**src/rtl/hpack_huffman_encoder_assert.svh**
```systemverilog
// ----------------------------------------------------------------------------
// hpack_huffman_encoder_assert
// Assertion macros for the HPACK Huffman encoder.
// ----------------------------------------------------------------------------
`ifndef HPACK_HUFFMAN_ENCODER_ASSERT_SVH
`define HPACK_HUFFMAN_ENCODER_ASSERT_SVH

// a condition implies another in the same cycle
`define HHE_ASSERT_IMP(label, a, b, msg) \
	label: assert property (@(posedge clk) disable iff (!arst_n) (a) |-> (b)) \
		else $error(msg);

// a condition implies another in the next cycle
`define HHE_ASSERT_NEXT(label, a, b, msg) \
	label: assert property (@(posedge clk) disable iff (!arst_n) (a) |=> (b)) \
		else $error(msg);

`endif

```
**src/rtl/hhe_pkg.sv**
```systemverilog
// ----------------------------------------------------------------------------
// hhe_pkg
// Types, constants and the static Huffman code table for the HPACK encoder.
// ----------------------------------------------------------------------------
package hhe_pkg;

	localparam int COUNT_WIDTH_DEF = 16;
	localparam int CODE_W = 30;
	localparam int LEN_W = 5;
	localparam int ACC_W = 37;
	localparam int NCNT_W = 6;
	localparam int TOT_W = 16;

	typedef struct packed {
		logic [7:0] symbol;
		logic       end_of_string;
	} in_word_t;

	typedef struct packed {
		logic [7:0]       code_byte;
		logic             final_byte;
		logic [TOT_W-1:0] total_bytes;
	} out_word_t;

	typedef enum logic [1:0] {
		ST_IDLE,
		ST_EMIT,
		ST_PAD
	} state_t;

	// control from sequencer to datapath
	typedef struct packed {
		logic load;
		logic shift;
		logic pad;
		logic clear;
	} dp_ctrl_t;

	// status from datapath to sequencer
	typedef struct packed {
		logic full;
		logic more;
		logic partial;
		logic last;
	} dp_stat_t;

	typedef struct packed {
		logic [CODE_W-1:0] code;
		logic [LEN_W-1:0]  len;
	} code_ent_t;

	function automatic code_ent_t code_lookup(input logic [7:0] s);
		logic [31:0] c;
		logic [4:0]  l;
		begin
			c = 32'h0;
			l = 5'd0;
			case (s)
				8'd0: begin c = 32'h1ff8; l = 5'd13; end
				8'd1: begin c = 32'h7fffd8; l = 5'd23; end
				8'd2: begin c = 32'hfffffe2; l = 5'd28; end
				8'd3: begin c = 32'hfffffe3; l = 5'd28; end
				8'd4: begin c = 32'hfffffe4; l = 5'd28; end
				8'd5: begin c = 32'hfffffe5; l = 5'd28; end
				8'd6: begin c = 32'hfffffe6; l = 5'd28; end
				8'd7: begin c = 32'hfffffe7; l = 5'd28; end
				8'd8: begin c = 32'hfffffe8; l = 5'd28; end
				8'd9: begin c = 32'hffffea; l = 5'd24; end
				8'd10: begin c = 32'h3ffffffc; l = 5'd30; end
				8'd11: begin c = 32'hfffffe9; l = 5'd28; end
				8'd12: begin c = 32'hfffffea; l = 5'd28; end
				8'd13: begin c = 32'h3ffffffd; l = 5'd30; end
				8'd14: begin c = 32'hfffffeb; l = 5'd28; end
				8'd15: begin c = 32'hfffffec; l = 5'd28; end
				8'd16: begin c = 32'hfffffed; l = 5'd28; end
				8'd17: begin c = 32'hfffffee; l = 5'd28; end
				8'd18: begin c = 32'hfffffef; l = 5'd28; end
				8'd19: begin c = 32'hffffff0; l = 5'd28; end
				8'd20: begin c = 32'hffffff1; l = 5'd28; end
				8'd21: begin c = 32'hffffff2; l = 5'd28; end
				8'd22: begin c = 32'h3ffffffe; l = 5'd30; end
				8'd23: begin c = 32'hffffff3; l = 5'd28; end
				8'd24: begin c = 32'hffffff4; l = 5'd28; end
				8'd25: begin c = 32'hffffff5; l = 5'd28; end
				8'd26: begin c = 32'hffffff6; l = 5'd28; end
				8'd27: begin c = 32'hffffff7; l = 5'd28; end
				8'd28: begin c = 32'hffffff8; l = 5'd28; end
				8'd29: begin c = 32'hffffff9; l = 5'd28; end
				8'd30: begin c = 32'hffffffa; l = 5'd28; end
				8'd31: begin c = 32'hffffffb; l = 5'd28; end
				8'd32: begin c = 32'h14; l = 5'd6; end
				8'd33: begin c = 32'h3f8; l = 5'd10; end
				8'd34: begin c = 32'h3f9; l = 5'd10; end
				8'd35: begin c = 32'hffa; l = 5'd12; end
				8'd36: begin c = 32'h1ff9; l = 5'd13; end
				8'd37: begin c = 32'h15; l = 5'd6; end
				8'd38: begin c = 32'hf8; l = 5'd8; end
				8'd39: begin c = 32'h7fa; l = 5'd11; end
				8'd40: begin c = 32'h3fa; l = 5'd10; end
				8'd41: begin c = 32'h3fb; l = 5'd10; end
				8'd42: begin c = 32'hf9; l = 5'd8; end
				8'd43: begin c = 32'h7fb; l = 5'd11; end
				8'd44: begin c = 32'hfa; l = 5'd8; end
				8'd45: begin c = 32'h16; l = 5'd6; end
				8'd46: begin c = 32'h17; l = 5'd6; end
				8'd47: begin c = 32'h18; l = 5'd6; end
				8'd48: begin c = 32'h0; l = 5'd5; end
				8'd49: begin c = 32'h1; l = 5'd5; end
				8'd50: begin c = 32'h2; l = 5'd5; end
				8'd51: begin c = 32'h19; l = 5'd6; end
				8'd52: begin c = 32'h1a; l = 5'd6; end
				8'd53: begin c = 32'h1b; l = 5'd6; end
				8'd54: begin c = 32'h1c; l = 5'd6; end
				8'd55: begin c = 32'h1d; l = 5'd6; end
				8'd56: begin c = 32'h1e; l = 5'd6; end
				8'd57: begin c = 32'h1f; l = 5'd6; end
				8'd58: begin c = 32'h5c; l = 5'd7; end
				8'd59: begin c = 32'hfb; l = 5'd8; end
				8'd60: begin c = 32'h7ffc; l = 5'd15; end
				8'd61: begin c = 32'h20; l = 5'd6; end
				8'd62: begin c = 32'hffb; l = 5'd12; end
				8'd63: begin c = 32'h3fc; l = 5'd10; end
				8'd64: begin c = 32'h1ffa; l = 5'd13; end
				8'd65: begin c = 32'h21; l = 5'd6; end
				8'd66: begin c = 32'h5d; l = 5'd7; end
				8'd67: begin c = 32'h5e; l = 5'd7; end
				8'd68: begin c = 32'h5f; l = 5'd7; end
				8'd69: begin c = 32'h60; l = 5'd7; end
				8'd70: begin c = 32'h61; l = 5'd7; end
				8'd71: begin c = 32'h62; l = 5'd7; end
				8'd72: begin c = 32'h63; l = 5'd7; end
				8'd73: begin c = 32'h64; l = 5'd7; end
				8'd74: begin c = 32'h65; l = 5'd7; end
				8'd75: begin c = 32'h66; l = 5'd7; end
				8'd76: begin c = 32'h67; l = 5'd7; end
				8'd77: begin c = 32'h68; l = 5'd7; end
				8'd78: begin c = 32'h69; l = 5'd7; end
				8'd79: begin c = 32'h6a; l = 5'd7; end
				8'd80: begin c = 32'h6b; l = 5'd7; end
				8'd81: begin c = 32'h6c; l = 5'd7; end
				8'd82: begin c = 32'h6d; l = 5'd7; end
				8'd83: begin c = 32'h6e; l = 5'd7; end
				8'd84: begin c = 32'h6f; l = 5'd7; end
				8'd85: begin c = 32'h70; l = 5'd7; end
				8'd86: begin c = 32'h71; l = 5'd7; end
				8'd87: begin c = 32'h72; l = 5'd7; end
				8'd88: begin c = 32'hfc; l = 5'd8; end
				8'd89: begin c = 32'h73; l = 5'd7; end
				8'd90: begin c = 32'hfd; l = 5'd8; end
				8'd91: begin c = 32'h1ffb; l = 5'd13; end
				8'd92: begin c = 32'h7fff0; l = 5'd19; end
				8'd93: begin c = 32'h1ffc; l = 5'd13; end
				8'd94: begin c = 32'h3ffc; l = 5'd14; end
				8'd95: begin c = 32'h22; l = 5'd6; end
				8'd96: begin c = 32'h7ffd; l = 5'd15; end
				8'd97: begin c = 32'h3; l = 5'd5; end
				8'd98: begin c = 32'h23; l = 5'd6; end
				8'd99: begin c = 32'h4; l = 5'd5; end
				8'd100: begin c = 32'h24; l = 5'd6; end
				8'd101: begin c = 32'h5; l = 5'd5; end
				8'd102: begin c = 32'h25; l = 5'd6; end
				8'd103: begin c = 32'h26; l = 5'd6; end
				8'd104: begin c = 32'h27; l = 5'd6; end
				8'd105: begin c = 32'h6; l = 5'd5; end
				8'd106: begin c = 32'h74; l = 5'd7; end
				8'd107: begin c = 32'h75; l = 5'd7; end
				8'd108: begin c = 32'h28; l = 5'd6; end
				8'd109: begin c = 32'h29; l = 5'd6; end
				8'd110: begin c = 32'h2a; l = 5'd6; end
				8'd111: begin c = 32'h7; l = 5'd5; end
				8'd112: begin c = 32'h2b; l = 5'd6; end
				8'd113: begin c = 32'h76; l = 5'd7; end
				8'd114: begin c = 32'h2c; l = 5'd6; end
				8'd115: begin c = 32'h8; l = 5'd5; end
				8'd116: begin c = 32'h9; l = 5'd5; end
				8'd117: begin c = 32'h2d; l = 5'd6; end
				8'd118: begin c = 32'h77; l = 5'd7; end
				8'd119: begin c = 32'h78; l = 5'd7; end
				8'd120: begin c = 32'h79; l = 5'd7; end
				8'd121: begin c = 32'h7a; l = 5'd7; end
				8'd122: begin c = 32'h7b; l = 5'd7; end
				8'd123: begin c = 32'h7ffe; l = 5'd15; end
				8'd124: begin c = 32'h7fc; l = 5'd11; end
				8'd125: begin c = 32'h3ffd; l = 5'd14; end
				8'd126: begin c = 32'h1ffd; l = 5'd13; end
				8'd127: begin c = 32'hffffffc; l = 5'd28; end
				8'd128: begin c = 32'hfffe6; l = 5'd20; end
				8'd129: begin c = 32'h3fffd2; l = 5'd22; end
				8'd130: begin c = 32'hfffe7; l = 5'd20; end
				8'd131: begin c = 32'hfffe8; l = 5'd20; end
				8'd132: begin c = 32'h3fffd3; l = 5'd22; end
				8'd133: begin c = 32'h3fffd4; l = 5'd22; end
				8'd134: begin c = 32'h3fffd5; l = 5'd22; end
				8'd135: begin c = 32'h7fffd9; l = 5'd23; end
				8'd136: begin c = 32'h3fffd6; l = 5'd22; end
				8'd137: begin c = 32'h7fffda; l = 5'd23; end
				8'd138: begin c = 32'h7fffdb; l = 5'd23; end
				8'd139: begin c = 32'h7fffdc; l = 5'd23; end
				8'd140: begin c = 32'h7fffdd; l = 5'd23; end
				8'd141: begin c = 32'h7fffde; l = 5'd23; end
				8'd142: begin c = 32'hffffeb; l = 5'd24; end
				8'd143: begin c = 32'h7fffdf; l = 5'd23; end
				8'd144: begin c = 32'hffffec; l = 5'd24; end
				8'd145: begin c = 32'hffffed; l = 5'd24; end
				8'd146: begin c = 32'h3fffd7; l = 5'd22; end
				8'd147: begin c = 32'h7fffe0; l = 5'd23; end
				8'd148: begin c = 32'hffffee; l = 5'd24; end
				8'd149: begin c = 32'h7fffe1; l = 5'd23; end
				8'd150: begin c = 32'h7fffe2; l = 5'd23; end
				8'd151: begin c = 32'h7fffe3; l = 5'd23; end
				8'd152: begin c = 32'h7fffe4; l = 5'd23; end
				8'd153: begin c = 32'h1fffdc; l = 5'd21; end
				8'd154: begin c = 32'h3fffd8; l = 5'd22; end
				8'd155: begin c = 32'h7fffe5; l = 5'd23; end
				8'd156: begin c = 32'h3fffd9; l = 5'd22; end
				8'd157: begin c = 32'h7fffe6; l = 5'd23; end
				8'd158: begin c = 32'h7fffe7; l = 5'd23; end
				8'd159: begin c = 32'hffffef; l = 5'd24; end
				8'd160: begin c = 32'h3fffda; l = 5'd22; end
				8'd161: begin c = 32'h1fffdd; l = 5'd21; end
				8'd162: begin c = 32'hfffe9; l = 5'd20; end
				8'd163: begin c = 32'h3fffdb; l = 5'd22; end
				8'd164: begin c = 32'h3fffdc; l = 5'd22; end
				8'd165: begin c = 32'h7fffe8; l = 5'd23; end
				8'd166: begin c = 32'h7fffe9; l = 5'd23; end
				8'd167: begin c = 32'h1fffde; l = 5'd21; end
				8'd168: begin c = 32'h7fffea; l = 5'd23; end
				8'd169: begin c = 32'h3fffdd; l = 5'd22; end
				8'd170: begin c = 32'h3fffde; l = 5'd22; end
				8'd171: begin c = 32'hfffff0; l = 5'd24; end
				8'd172: begin c = 32'h1fffdf; l = 5'd21; end
				8'd173: begin c = 32'h3fffdf; l = 5'd22; end
				8'd174: begin c = 32'h7fffeb; l = 5'd23; end
				8'd175: begin c = 32'h7fffec; l = 5'd23; end
				8'd176: begin c = 32'h1fffe0; l = 5'd21; end
				8'd177: begin c = 32'h1fffe1; l = 5'd21; end
				8'd178: begin c = 32'h3fffe0; l = 5'd22; end
				8'd179: begin c = 32'h1fffe2; l = 5'd21; end
				8'd180: begin c = 32'h7fffed; l = 5'd23; end
				8'd181: begin c = 32'h3fffe1; l = 5'd22; end
				8'd182: begin c = 32'h7fffee; l = 5'd23; end
				8'd183: begin c = 32'h7fffef; l = 5'd23; end
				8'd184: begin c = 32'hfffea; l = 5'd20; end
				8'd185: begin c = 32'h3fffe2; l = 5'd22; end
				8'd186: begin c = 32'h3fffe3; l = 5'd22; end
				8'd187: begin c = 32'h3fffe4; l = 5'd22; end
				8'd188: begin c = 32'h7ffff0; l = 5'd23; end
				8'd189: begin c = 32'h3fffe5; l = 5'd22; end
				8'd190: begin c = 32'h3fffe6; l = 5'd22; end
				8'd191: begin c = 32'h7ffff1; l = 5'd23; end
				8'd192: begin c = 32'h3ffffe0; l = 5'd26; end
				8'd193: begin c = 32'h3ffffe1; l = 5'd26; end
				8'd194: begin c = 32'hfffeb; l = 5'd20; end
				8'd195: begin c = 32'h7fff1; l = 5'd19; end
				8'd196: begin c = 32'h3fffe7; l = 5'd22; end
				8'd197: begin c = 32'h7ffff2; l = 5'd23; end
				8'd198: begin c = 32'h3fffe8; l = 5'd22; end
				8'd199: begin c = 32'h1ffffec; l = 5'd25; end
				8'd200: begin c = 32'h3ffffe2; l = 5'd26; end
				8'd201: begin c = 32'h3ffffe3; l = 5'd26; end
				8'd202: begin c = 32'h3ffffe4; l = 5'd26; end
				8'd203: begin c = 32'h7ffffde; l = 5'd27; end
				8'd204: begin c = 32'h7ffffdf; l = 5'd27; end
				8'd205: begin c = 32'h3ffffe5; l = 5'd26; end
				8'd206: begin c = 32'hfffff1; l = 5'd24; end
				8'd207: begin c = 32'h1ffffed; l = 5'd25; end
				8'd208: begin c = 32'h7fff2; l = 5'd19; end
				8'd209: begin c = 32'h1fffe3; l = 5'd21; end
				8'd210: begin c = 32'h3ffffe6; l = 5'd26; end
				8'd211: begin c = 32'h7ffffe0; l = 5'd27; end
				8'd212: begin c = 32'h7ffffe1; l = 5'd27; end
				8'd213: begin c = 32'h3ffffe7; l = 5'd26; end
				8'd214: begin c = 32'h7ffffe2; l = 5'd27; end
				8'd215: begin c = 32'hfffff2; l = 5'd24; end
				8'd216: begin c = 32'h1fffe4; l = 5'd21; end
				8'd217: begin c = 32'h1fffe5; l = 5'd21; end
				8'd218: begin c = 32'h3ffffe8; l = 5'd26; end
				8'd219: begin c = 32'h3ffffe9; l = 5'd26; end
				8'd220: begin c = 32'hffffffd; l = 5'd28; end
				8'd221: begin c = 32'h7ffffe3; l = 5'd27; end
				8'd222: begin c = 32'h7ffffe4; l = 5'd27; end
				8'd223: begin c = 32'h7ffffe5; l = 5'd27; end
				8'd224: begin c = 32'hfffec; l = 5'd20; end
				8'd225: begin c = 32'hfffff3; l = 5'd24; end
				8'd226: begin c = 32'hfffed; l = 5'd20; end
				8'd227: begin c = 32'h1fffe6; l = 5'd21; end
				8'd228: begin c = 32'h3fffe9; l = 5'd22; end
				8'd229: begin c = 32'h1fffe7; l = 5'd21; end
				8'd230: begin c = 32'h1fffe8; l = 5'd21; end
				8'd231: begin c = 32'h7ffff3; l = 5'd23; end
				8'd232: begin c = 32'h3fffea; l = 5'd22; end
				8'd233: begin c = 32'h3fffeb; l = 5'd22; end
				8'd234: begin c = 32'h1ffffee; l = 5'd25; end
				8'd235: begin c = 32'h1ffffef; l = 5'd25; end
				8'd236: begin c = 32'hfffff4; l = 5'd24; end
				8'd237: begin c = 32'hfffff5; l = 5'd24; end
				8'd238: begin c = 32'h3ffffea; l = 5'd26; end
				8'd239: begin c = 32'h7ffff4; l = 5'd23; end
				8'd240: begin c = 32'h3ffffeb; l = 5'd26; end
				8'd241: begin c = 32'h7ffffe6; l = 5'd27; end
				8'd242: begin c = 32'h3ffffec; l = 5'd26; end
				8'd243: begin c = 32'h3ffffed; l = 5'd26; end
				8'd244: begin c = 32'h7ffffe7; l = 5'd27; end
				8'd245: begin c = 32'h7ffffe8; l = 5'd27; end
				8'd246: begin c = 32'h7ffffe9; l = 5'd27; end
				8'd247: begin c = 32'h7ffffea; l = 5'd27; end
				8'd248: begin c = 32'h7ffffeb; l = 5'd27; end
				8'd249: begin c = 32'hffffffe; l = 5'd28; end
				8'd250: begin c = 32'h7ffffec; l = 5'd27; end
				8'd251: begin c = 32'h7ffffed; l = 5'd27; end
				8'd252: begin c = 32'h7ffffee; l = 5'd27; end
				8'd253: begin c = 32'h7ffffef; l = 5'd27; end
				8'd254: begin c = 32'h7fffff0; l = 5'd27; end
				8'd255: begin c = 32'h3ffffee; l = 5'd26; end
				default: begin c = 32'h0; l = 5'd0; end
			endcase
			code_lookup.code = c[CODE_W-1:0];
			code_lookup.len  = l;
		end
	endfunction

endpackage

```
**src/rtl/hhe_seq.sv**
```systemverilog
// ----------------------------------------------------------------------------
// hhe_seq
// Sequencer: takes a word, emits one byte per handshake, pads at string end.
// ----------------------------------------------------------------------------
module hhe_seq (
	input  logic              clk,
	input  logic              arst_n,
	input  logic              in_valid,
	output logic              in_ready,
	output logic              out_valid,
	input  logic              out_ready,
	input  hhe_pkg::dp_stat_t stat,
	output hhe_pkg::dp_ctrl_t ctrl
);
	import hhe_pkg::*;

	state_t state_q, state_d;
	logic   ov_q, ov_d;
	logic   slot;

	// output register free for a new byte
	assign slot = !ov_q || out_ready;

	always_ff @(posedge clk or negedge arst_n) begin
		if (!arst_n) begin
			state_q <= ST_IDLE;
			ov_q    <= 1'b0;
		end else begin
			state_q <= state_d;
			ov_q    <= ov_d;
		end
	end

	always_comb begin
		state_d  = state_q;
		ctrl     = '0;
		ov_d     = ov_q && !out_ready;
		in_ready = 1'b0;
		case (state_q)
			ST_IDLE: begin
				in_ready = 1'b1;
				if (in_valid) begin
					ctrl.load = 1'b1;
					state_d   = ST_EMIT;
				end
			end
			ST_EMIT: begin
				// after the last whole byte the leftover bits decide pad or return
				if (stat.full) begin
					if (slot) begin
						ctrl.shift = 1'b1;
						ov_d       = 1'b1;
					end
				end else if (stat.last && stat.partial) begin
					state_d = ST_PAD;
				end else begin
					ctrl.clear = stat.last;
					state_d    = ST_IDLE;
				end
			end
			ST_PAD: begin
				if (slot) begin
					ctrl.pad   = 1'b1;
					ctrl.clear = 1'b1;
					ov_d       = 1'b1;
					state_d    = ST_IDLE;
				end
			end
			default: state_d = ST_IDLE;
		endcase
	end

	assign out_valid = ov_q;

endmodule

```
**config.mk**
```make
export PLATFORM = sky130hd
export DESIGN_NAME = hhe_seq
export DESIGN_NICKNAME = d
export VERILOG_FILES = /design/src/rtl/hpack_huffman_encoder_assert.svh /design/src/rtl/hhe_pkg.sv /design/src/rtl/hhe_seq.sv
export SDC_FILE = /design/constraint.sdc
export NUM_CORES = 1
export LEC_CHECK = 0
export ABC_CLOCK_PERIOD_IN_PS = 3900
export BUFFER_PORTS_ARGS = -buffer_cell sky130_fd_sc_hd__buf_2
export CAP_MARGIN = 20
export CELL_PAD_IN_SITES_DETAIL_PLACEMENT = 0
export CELL_PAD_IN_SITES_GLOBAL_PLACEMENT = 1
export CORE_AREA = 8 8 45 47
export DETAILED_ROUTE_END_ITERATION = 8
export DIE_AREA = 0 0 53 55
export PLACE_DENSITY_LB_ADDON = 0.1
export SLEW_MARGIN = 10
export SYNTH_ARGS = -nofsm -noshare
export SYNTH_HDL_FRONTEND = slang
export SYNTH_SLANG_ARGS = --single-unit
export TNS_END_PERCENT = 10
```
**constraint.sdc**
```tcl
create_clock -name clk -period 3.9 [get_ports clk]
set_clock_uncertainty 0.1 [all_clocks]
set_input_delay 0.195 -clock clk [delete_from_list [all_inputs] [get_ports clk]]
set_output_delay 0.195 -clock clk [all_outputs]
set_load 0.02 [all_outputs]
```
==> qor.yml, run 1 <==
clkLatencyLatePin_ps: 230
fp-row-count: 14
viasPerCell: 4.19
maxSlewHeadroom: 0.840
grt_max_degree: 5
layout_commonest_cell: "buf_2"
peakVddDrop_uv: 305
leakage_nw: 0.199
syn_to_final_growth_pct: 43.9
critPathTopFamily: "flip-flops"
outcome: "finished, final reports clean"
ant_nets: 0
wl_per_cell_um: 11.4
routabilityCongestion: 0.679
ys_seq_area_frac: 0.283
die_x_um: 53
powerDensity_nw_per_um2: 757
portBuffers: 12
cts_buffer_depth: 2
layout_common_cells: "buf_2, inv_1, ha_1"
drc_errors: 0
finalHoldViolations: 0
slowest_stage: "dfrtp_1"
synth_top_cell_area_share: 0.283
cts_sinks: 3
tightest_slew_ps: 236
mappedNetlistNets: 37
ff2ff_path_depth: 5
required_ps: 3610
design.die.area_um2: 2920
holdPathEnd: "state_q[1]"
holdPathStages: 3
synthTopCellsByArea: "dfrtp_1, ha_1, o221ai_4"
avgSynthCellArea_um2: 10.6
grt_pass1_vias: 243
grt_pass1_wl_um: 1100
grt.overflow.total: 0
htreeDepth: 1
routed_wl_um: 663
min_from: "stat[0]"
synth_top_cell_by_area: "dfrtp_1"
dr_total_vias: 243
start_util: 0.192
finalMaxSlewViolations: 0
fin_nets: 55
crit_type: "flop to primary output"
drive_gt1_frac: 0.452
io_pins: 14
firstDrtPassIters: 4
dieHeight_um: 55
post-dp-hpwl_um: 549
cp-end-kind: "primary output"
rrSetupSlack_ps: 2490
setup_viol: 0
ys_ff_latch: 3
fill_cells: 146
maxCapViolCount: 0
register_area_um2: 75.1
fin_crit_ps: 1770
r2r-end: "state_q[0]"
arrival_ps: 1480
syn_inst: 25
cp_cell_sequence: "inv_1 > ha_1 > nor4bb_1 > o21a_1 > buf_2"
core_um2: 1380
setup_tns_ps: 0
ys_types: 16
clkTransAtPathRegs_ps: 40
grtUsageTotal: 0.0536
antenna_cells: 0
r2r_start: "state_q[0]"
numCtsBuffers: 3
fin_crit_sh: 0.454
antenna_found_initial: 0
max_freq_mhz: 565
cts_tree: "built"
ys_warn_count: 0
drt_iter0_drc: 5
multi_input_area_um2: 175
critPathMaxFanout: 4
hold_class: "input pin to flop"
critical_path_buf_inv_count: 2
cts.repair.resized: 0
rsz0062_at_grt: "false"
holdBufCountCts: 1
cts_setup_buffers: 0
critPathLaunchType: "flop"
syn-cell-area_um2: 265
cpPeakStageDelay_ps: 370
whs_ps: 159
clockRootBuffer: "clkbuf_4"
==> flip-flops by register name (all words and copies together) (netlist names) <==
| name | flops |
|---|---|
| state_q | 2 |
| out_valid | 1 |
==> tightest hold or removal path, delay by kind of cell <==
| family | cells | cell delay (ps) |
|---|---|---|
| AND/OR/NAND/NOR | 1 | 80 |
| multiplexers | 1 | 70 |
| buffers and inverters | 1 | 100 |
==> kinds of logic (layout without fill, tap and decap cells) <==
| kind of cell | count (synthesis) | count (layout) | synth area share |
|---|---|---|---|
| buffers and inverters | 4 | 21 | 0.0566 |
| flip-flops | 3 | 3 | 0.283 |
| AND/OR/NAND/NOR | 8 | 8 | 0.222 |
| multiplexers | 2 | 2 | 0.0755 |
| adder cells (fa/ha/maj) | 4 | 4 | 0.189 |
| AO/OA/AOI/OAI | 4 | 4 | 0.175 |
==> worst max path at each step <==
stage	depth (start not counted)	end	startpoint
after floorplan	5	state_q[0]	state_q[0]
after global placement	5	ctrl[0]	state_q[1]
after detailed placement	5	ctrl[0]	state_q[1]
after CTS	5	ctrl[0]	state_q[1]
after global routing	5	ctrl[0]	state_q[1]
final	5	ctrl[0]	state_q[1]
==> metrics by stage <==
stage | power, W | cells | worst slack [ps] | utilization | instance area [um^2]
global route | 0.000314 | 58 | 1980 | 0.276 | 382
CTS | 0.000294 | 58 | 2100 | 0.276 | 382
global placement | 0.000238 | 53 | 2380 | 0.250 | 345
detailed placement | 0.000234 | 53 | 2350 | 0.250 | 345
finish | 0.000289 | 58 | 2130 | 0.276 | 382
floorplan | 0.000189 | 25 | 2440 | - | 265
==> cell type report <==
class | instances | area share
clock buffers | 4 | 0.0689
flip-flops and latches | 3 | 0.197
repair buffers | 13 | 0.184
well taps | 16 | 0.0525
multi-input cells | 18 | 0.459
inverters | 4 | 0.0393
==> synthesized netlist by cell type <==
master    instances
o221ai_4          1
ha_1              4
nor4bb_1          1
nand2_1           1
mux2i_1           2
nand3_1           1
and3_2            1
and2_1            1
a22oi_1           1
dfrtp_1           3
inv_1             4
o21a_1            1
and2_4            1
nand2b_4          1
nor2_1            1
o21ai_0           1
==> power breakdown <==
group          internal (W)  switching, W
logic             0.0000747      0.000102
clock network     0.0000384     0.0000168
registers         0.0000451     0.0000120
total              0.000158      0.000131
==> routing by layer <==
layer | routed length, um | up-vias | global-route usage
met5 | 0 | - | 0
met3 | 54 | 0 | 0.0267
li1 | - | 121 | -
met2 | 326 | 6 | 0.0742
met1 | 282 | 116 | 0.0579
met4 | 0 | 0 | 0.0517
Power figures use the tool's default switching activity.
==> run 2, diff against run 1 <==
ABC_AREA = 1   (was default)
ABC_CLOCK_PERIOD_IN_PS = 1700   (was 3900)
clock period = 1.7 ns   (was 3.9 ns; I/O delays follow)
==> run 2 against run 1 <==
  * Non-clock buffer count stayed put
  * Count of clock-buffer cells in the layout unchanged
  * Sequential cell count unchanged
  * Sequential share of layout area is 0.56 points lower
  * Critical path type unchanged
  * Routed wire length shrank 1.1%
  * First-iteration DRC count increased by 20%
  * Worst hold slack worse by 85 ps
  * Global-route usage rose by 0.052 points
  * Critical endpoint unchanged
  * Register-to-register slack lost 2100 ps
  * Combinational power increased by 95%
  * Cell count is 31% higher
  * Via count up 25%
==> qor.yml, run 2 <==
clkTransAtPathRegs_ps: 40
critPathTopFamily: "flip-flops"
portBuffers: 12
layout_commonest_cell: "buf_2"
clkLatencyLatePin_ps: 230
routed_wl_um: 656
ys_ff_latch: 3
required_ps: 1510
p_switching_w: 0.000279
synth_top_family_by_area: "simple AND/OR/NAND/NOR gates"
ant_nets: 0
yosys-top-cells-count: "inv_1, nand2_1, nand3_1, nor2_1, ha_1"
synthTopCellsByArea: "dfrtp_1, ha_1, inv_1"
pwr-share-seq: 0.209
firstDrtPassIters: 4
grt_pass1_wl_um: 1120
antenna_cells: 0
pre_cts_ws_ps: 376
htreeDepth: 1
cts_tree: "built"
start_util: 0.200
ys_warn_count: 0
intPower_w: 0.000312
setup_tns_ps: 0
mappedNetlistNets: 55
rsz0062_at_grt: "false"
syn_to_final_growth_pct: 42.1
muxShareOfSynthArea: 0
setup_viol: 0
hold_class: "input pin to async pin"
syn-cell-area_um2: 277
io_pins: 14
fin_nets: 73
fp-row-count: 14
cp_cell_sequence: "inv_1 > ha_1 > o21ai_0 > a21oi_1 > buf_2"
avgSynthCellArea_um2: 6.43
synth_ff_type: "dfrtp_1"
powerDensity_nw_per_um2: 1500
cts_buffer_depth: 2
core_um2: 1380
synth_fa_ha_area_frac: 0.181
routabilityCongestion: 0.703
top_register: "state_q"
critPathMaxFanout: 4
clockRootBuffer: "clkbuf_4"
critical_path_buf_inv_count: 2
cp-end-kind: "primary output"
drc_errors: 0
synth_xor_area_frac: 0
whs_ps: 73.9
critPathLaunchType: "flop"
dieHeight_um: 55
slowest_stage: "dfrtp_1"
tightest_slew_ps: 229
syn_inst: 43
synth_compound_area_frac: 0.0724
p_sw_frac: 0.472
finalHoldViolations: 0
maxSlewHeadroom: 0.846
wl_per_cell_um: 8.63
largest_register_ffs: 2
p_clk_frac: 0.206
synth_edf_count: 0
ys_types: 11
synth_top_cell_by_area: "dfrtp_1"
ys_seq_area_frac: 0.271
drive_gt1_frac: 0.300
grtUsageTotal: 0.0541
viasPerCell: 3.99
max_freq_mhz: 644
design.die.area_um2: 2920
synth_top_cell_area_share: 0.271
fin_crit_ps: 1550
dr_total_vias: 303
synthArstFlopShare: 1.00
finalMaxSlewViolations: 0
cts_sinks: 3
arrival_ps: 1370
fin_crit_sh: 0.913
drt_iter0_drc: 6
power_frac_comb: 0.585
cpPeakStageDelay_ps: 410
numCtsBuffers: 3
peakVddDrop_uv: 452
antenna_found_initial: 0
crit_type: "flop to primary output"
fin_ws_ps: 147
grt_max_degree: 6
outcome: "finished, final reports clean"
post-dp-hpwl_um: 579
die_x_um: 53
cts.repair.resized: 0
synth_most_common_cell: "inv_1"
layout_common_cells: "buf_2, inv_1, nand2_1"
leakage_nw: 0.252
grt_pass1_vias: 289
maxCapViolCount: 0
grt.overflow.total: 0
synth-simple-area-share: 0.326
==> run 2: cell types whose count changed in the layout (fill, tap and decap cells not counted), moves of 2 or more <==
cell     delta
nand2_1     +8
nand3_1     +4
nor2_1      +4
inv_1       +6
o21ai_0     +2
mux2i_1     -2
==> run 2: per-stage QoR <==
step,total power [W],cell area (um^2),instances,util
after floorplan,0.000379,277,43,-
after global placement,0.000488,357,71,0.258
after detailed placement,0.000476,357,71,0.258
after CTS,0.000611,393,76,0.284
after global routing,0.000677,393,76,0.284
final,0.000591,393,76,0.284
==> run 2: logic make-up after synthesis <==
group,count (synthesis)
AOI/OAI and AO/OA,4
adders and majority gates,4
buffers and inverters,11
DFF,3
and+or+nand+nor,21
==> run 2: path summary, 6_finish.rpt <==
path                       startpoint         end  slack, ps  depth (start not counted)
setup / recovery           state_q[0]     ctrl[0]        150                          5
hold / removal                 arst_n  state_q[1]         70                          2
setup reg to reg           state_q[0]  state_q[0]        420                          7
hold reg to reg            state_q[1]  state_q[1]        420                          2
max in group asynchronous      arst_n  state_q[0]       1320                          2
min in group clk            out_ready   out_valid         90                          4
==> run 2: layout make-up <==
cell class	count	area, um^2
clock buffer	4	26.3
fill	170	991
inverter	11	41.3
multi-input combinational	29	160
sequential	3	75.1
tap	16	20.0
timing repair buffer	13	70.1
==> run 2: layer usage <==
metal | vias up | global-route usage | part of all wire
met5 | - | 0 | 0
met4 | 0 | 0.0517 | 0
met3 | 0 | 0.0294 | 0.13
met2 | 8 | 0.0703 | 0.45
met1 | 131 | 0.0609 | 0.43
li1 | 164 | - | -
==> run 2: timing repair <==
item | in CTS | in global routing
hold buffers | 1 | 0
hold endpoints to repair | 3 | 0
endpoints found under the setup margin | 0 | 0
setup buffers | 0 | 0
==> run 2: power groups by stage <==
stage | Combinational [W] | Sequential, W | Clock [W]
3_3_place_gp | 0.000364 | 0.000125 | 0
2_1_floorplan | 0.000252 | 0.000127 | 0
3_5_place_dp | 0.000352 | 0.000124 | 0
6_report | 0.000345 | 0.000123 | 0.000122
5_1_grt | 0.000411 | 0.000129 | 0.000137
4_1_cts | 0.000357 | 0.000123 | 0.000130
==> run 3, diff against run 2 <==
PLACE_DENSITY = 0.57   (was default)
PLACE_DENSITY_LB_ADDON = default   (was 0.1)
==> run 3 against run 2 <==
  * Clock power barely moved
  * First-iteration DRC count rose by 17%
  * Sequential share of layout area did not move
  * Final area did not move
  * Sequential cell count did not move
  * Setup slack improved by 12 ps
  * Die area did not move
  * Critical path type unchanged
  * Critical endpoint unchanged
  * Largest cell class unchanged
  * Highest routed layer unchanged
==> qor.yml, run 3 (synthesis results as in run 2) <==
grt_pass1_vias: 272
fp-row-count: 14
cts_setup_buffers: 0
routabilityCongestion: 0.702
numCtsBuffers: 3
cp-end-kind: "primary output"
fin_crit_ps: 1540
dieHeight_um: 55
total_power_w: 0.000601
ff2ff_path_depth: 7
drive_gt1_frac: 0.300
maxCapViolCount: 0
cts_sinks: 3
setup_viol: 0
clockRootBuffer: "clkbuf_4"
cpPeakStageDelay_ps: 400
dr_total_vias: 287
grt_max_degree: 6
die_x_um: 53
htreeDepth: 1
drc_errors: 0
io_pins: 14
portBuffers: 12
max_freq_mhz: 649
finalHoldViolations: 0
layout_common_cells: "buf_2, inv_1, nand2_1"
powerDensity_nw_per_um2: 1530
post-dp-hpwl_um: 582
maxSlewHeadroom: 0.857
hold_class: "input pin to async pin"
ant_nets: 0
peakVddDrop_uv: 545
leakage_nw: 0.252
outcome: "finished, final reports clean"
antenna_cells: 0
core_um2: 1380
cts_tree: "built"
critPathLaunchType: "flop"
firstDrtPassIters: 3
wl_per_cell_um: 9.36
crit_type: "flop to primary output"
layout_commonest_cell: "buf_2"
routed_wl_um: 711
antenna_found_initial: 0
cp_cell_sequence: "inv_1 > ha_1 > o21ai_0 > a21oi_1 > buf_2"
finalMaxSlewViolations: 0
clkLatencyLatePin_ps: 230
drt_iter0_drc: 7
setup_tns_ps: 0
fin_crit_sh: 0.906
critPathMaxFanout: 4
grtUsageTotal: 0.0569
grt.overflow.total: 0
arrival_ps: 1360
required_ps: 1510
fin_nets: 73
tightest_slew_ps: 212
cts_buffer_depth: 2
top_register: "state_q"
slowest_stage: "dfrtp_1"
grt_pass1_wl_um: 1170
start_util: 0.200
viasPerCell: 3.78
clkTransAtPathRegs_ps: 40
largest_register_ffs: 2
design.die.area_um2: 2920
rsz0062_at_grt: "false"
syn_to_final_growth_pct: 42.1
whs_ps: 64.1
cts.repair.resized: 0
-- run 3: final cells by class --
cell class | instances | area, um^2
Timing Repair Buffer | 13 | 70.1
Clock buffer | 4 | 26.3
Tap cell | 16 | 20.0
Multi-Input combinational cell | 29 | 160
Sequential cell | 3 | 75.1
Inverter | 11 | 41.3
Fill cell | 159 | 991
-- run 3: worst max-delay path, delay by kind of cell (launching register included) --
kind,cells,cell delay [ps]
compound gates,2,270
fa+ha+maj,1,180
buf+inv,2,270
flops,1,400
-- run 3: final timing paths --
check,startpoint,to,slack (ps)
max,state_q[0],ctrl[0],160
min,arst_n,out_valid,60
max reg2reg,state_q[0],state_q[0],390
min reg2reg,state_q[1],state_q[1],410
max in group asynchronous,arst_n,state_q[0],1320
min in group clk,out_ready,out_valid,80
-- run 3: stage by stage --
step           cell area, um^2   util  cells  setup slack [ps]
3_5_place_dp               357  0.258     71               387
5_1_grt                    393  0.284     76              42.0
6_report                   393  0.284     76               160
4_1_cts                    393  0.284     76               137
3_3_place_gp               357  0.258     71               394
2_1_floorplan              277      -     43               377
-- run 3: repair_timing --
item,in CTS,in global routing
hold buffers,1,0
setup endpoints to repair,0,0
endpoints found under the hold margin,3,0
-- run 3: report_power, final --
part / internal (W) / total, W / switching (W) / leakage [nW]
clock network: 0.0000879 / 0.000124 / 0.0000366 / 0.0150
registers: 0.0000990 / 0.000123 / 0.0000243 / 0.0389
logic: 0.000126 / 0.000353 / 0.000227 / 0.198
-- run 3: routing by layer --
| metal | share of wire | wire length [um] | up-vias | track usage |
|---|---|---|---|---|
| met5 | 0 | 0 | - | 0 |
| met4 | 0 | 0 | 0 | 0.0388 |
| met3 | 0.087 | 62 | 0 | 0.0374 |
| met2 | 0.43 | 306 | 9 | 0.0762 |
| met1 | 0.48 | 342 | 113 | 0.0639 |
| li1 | - | - | 165 | - |
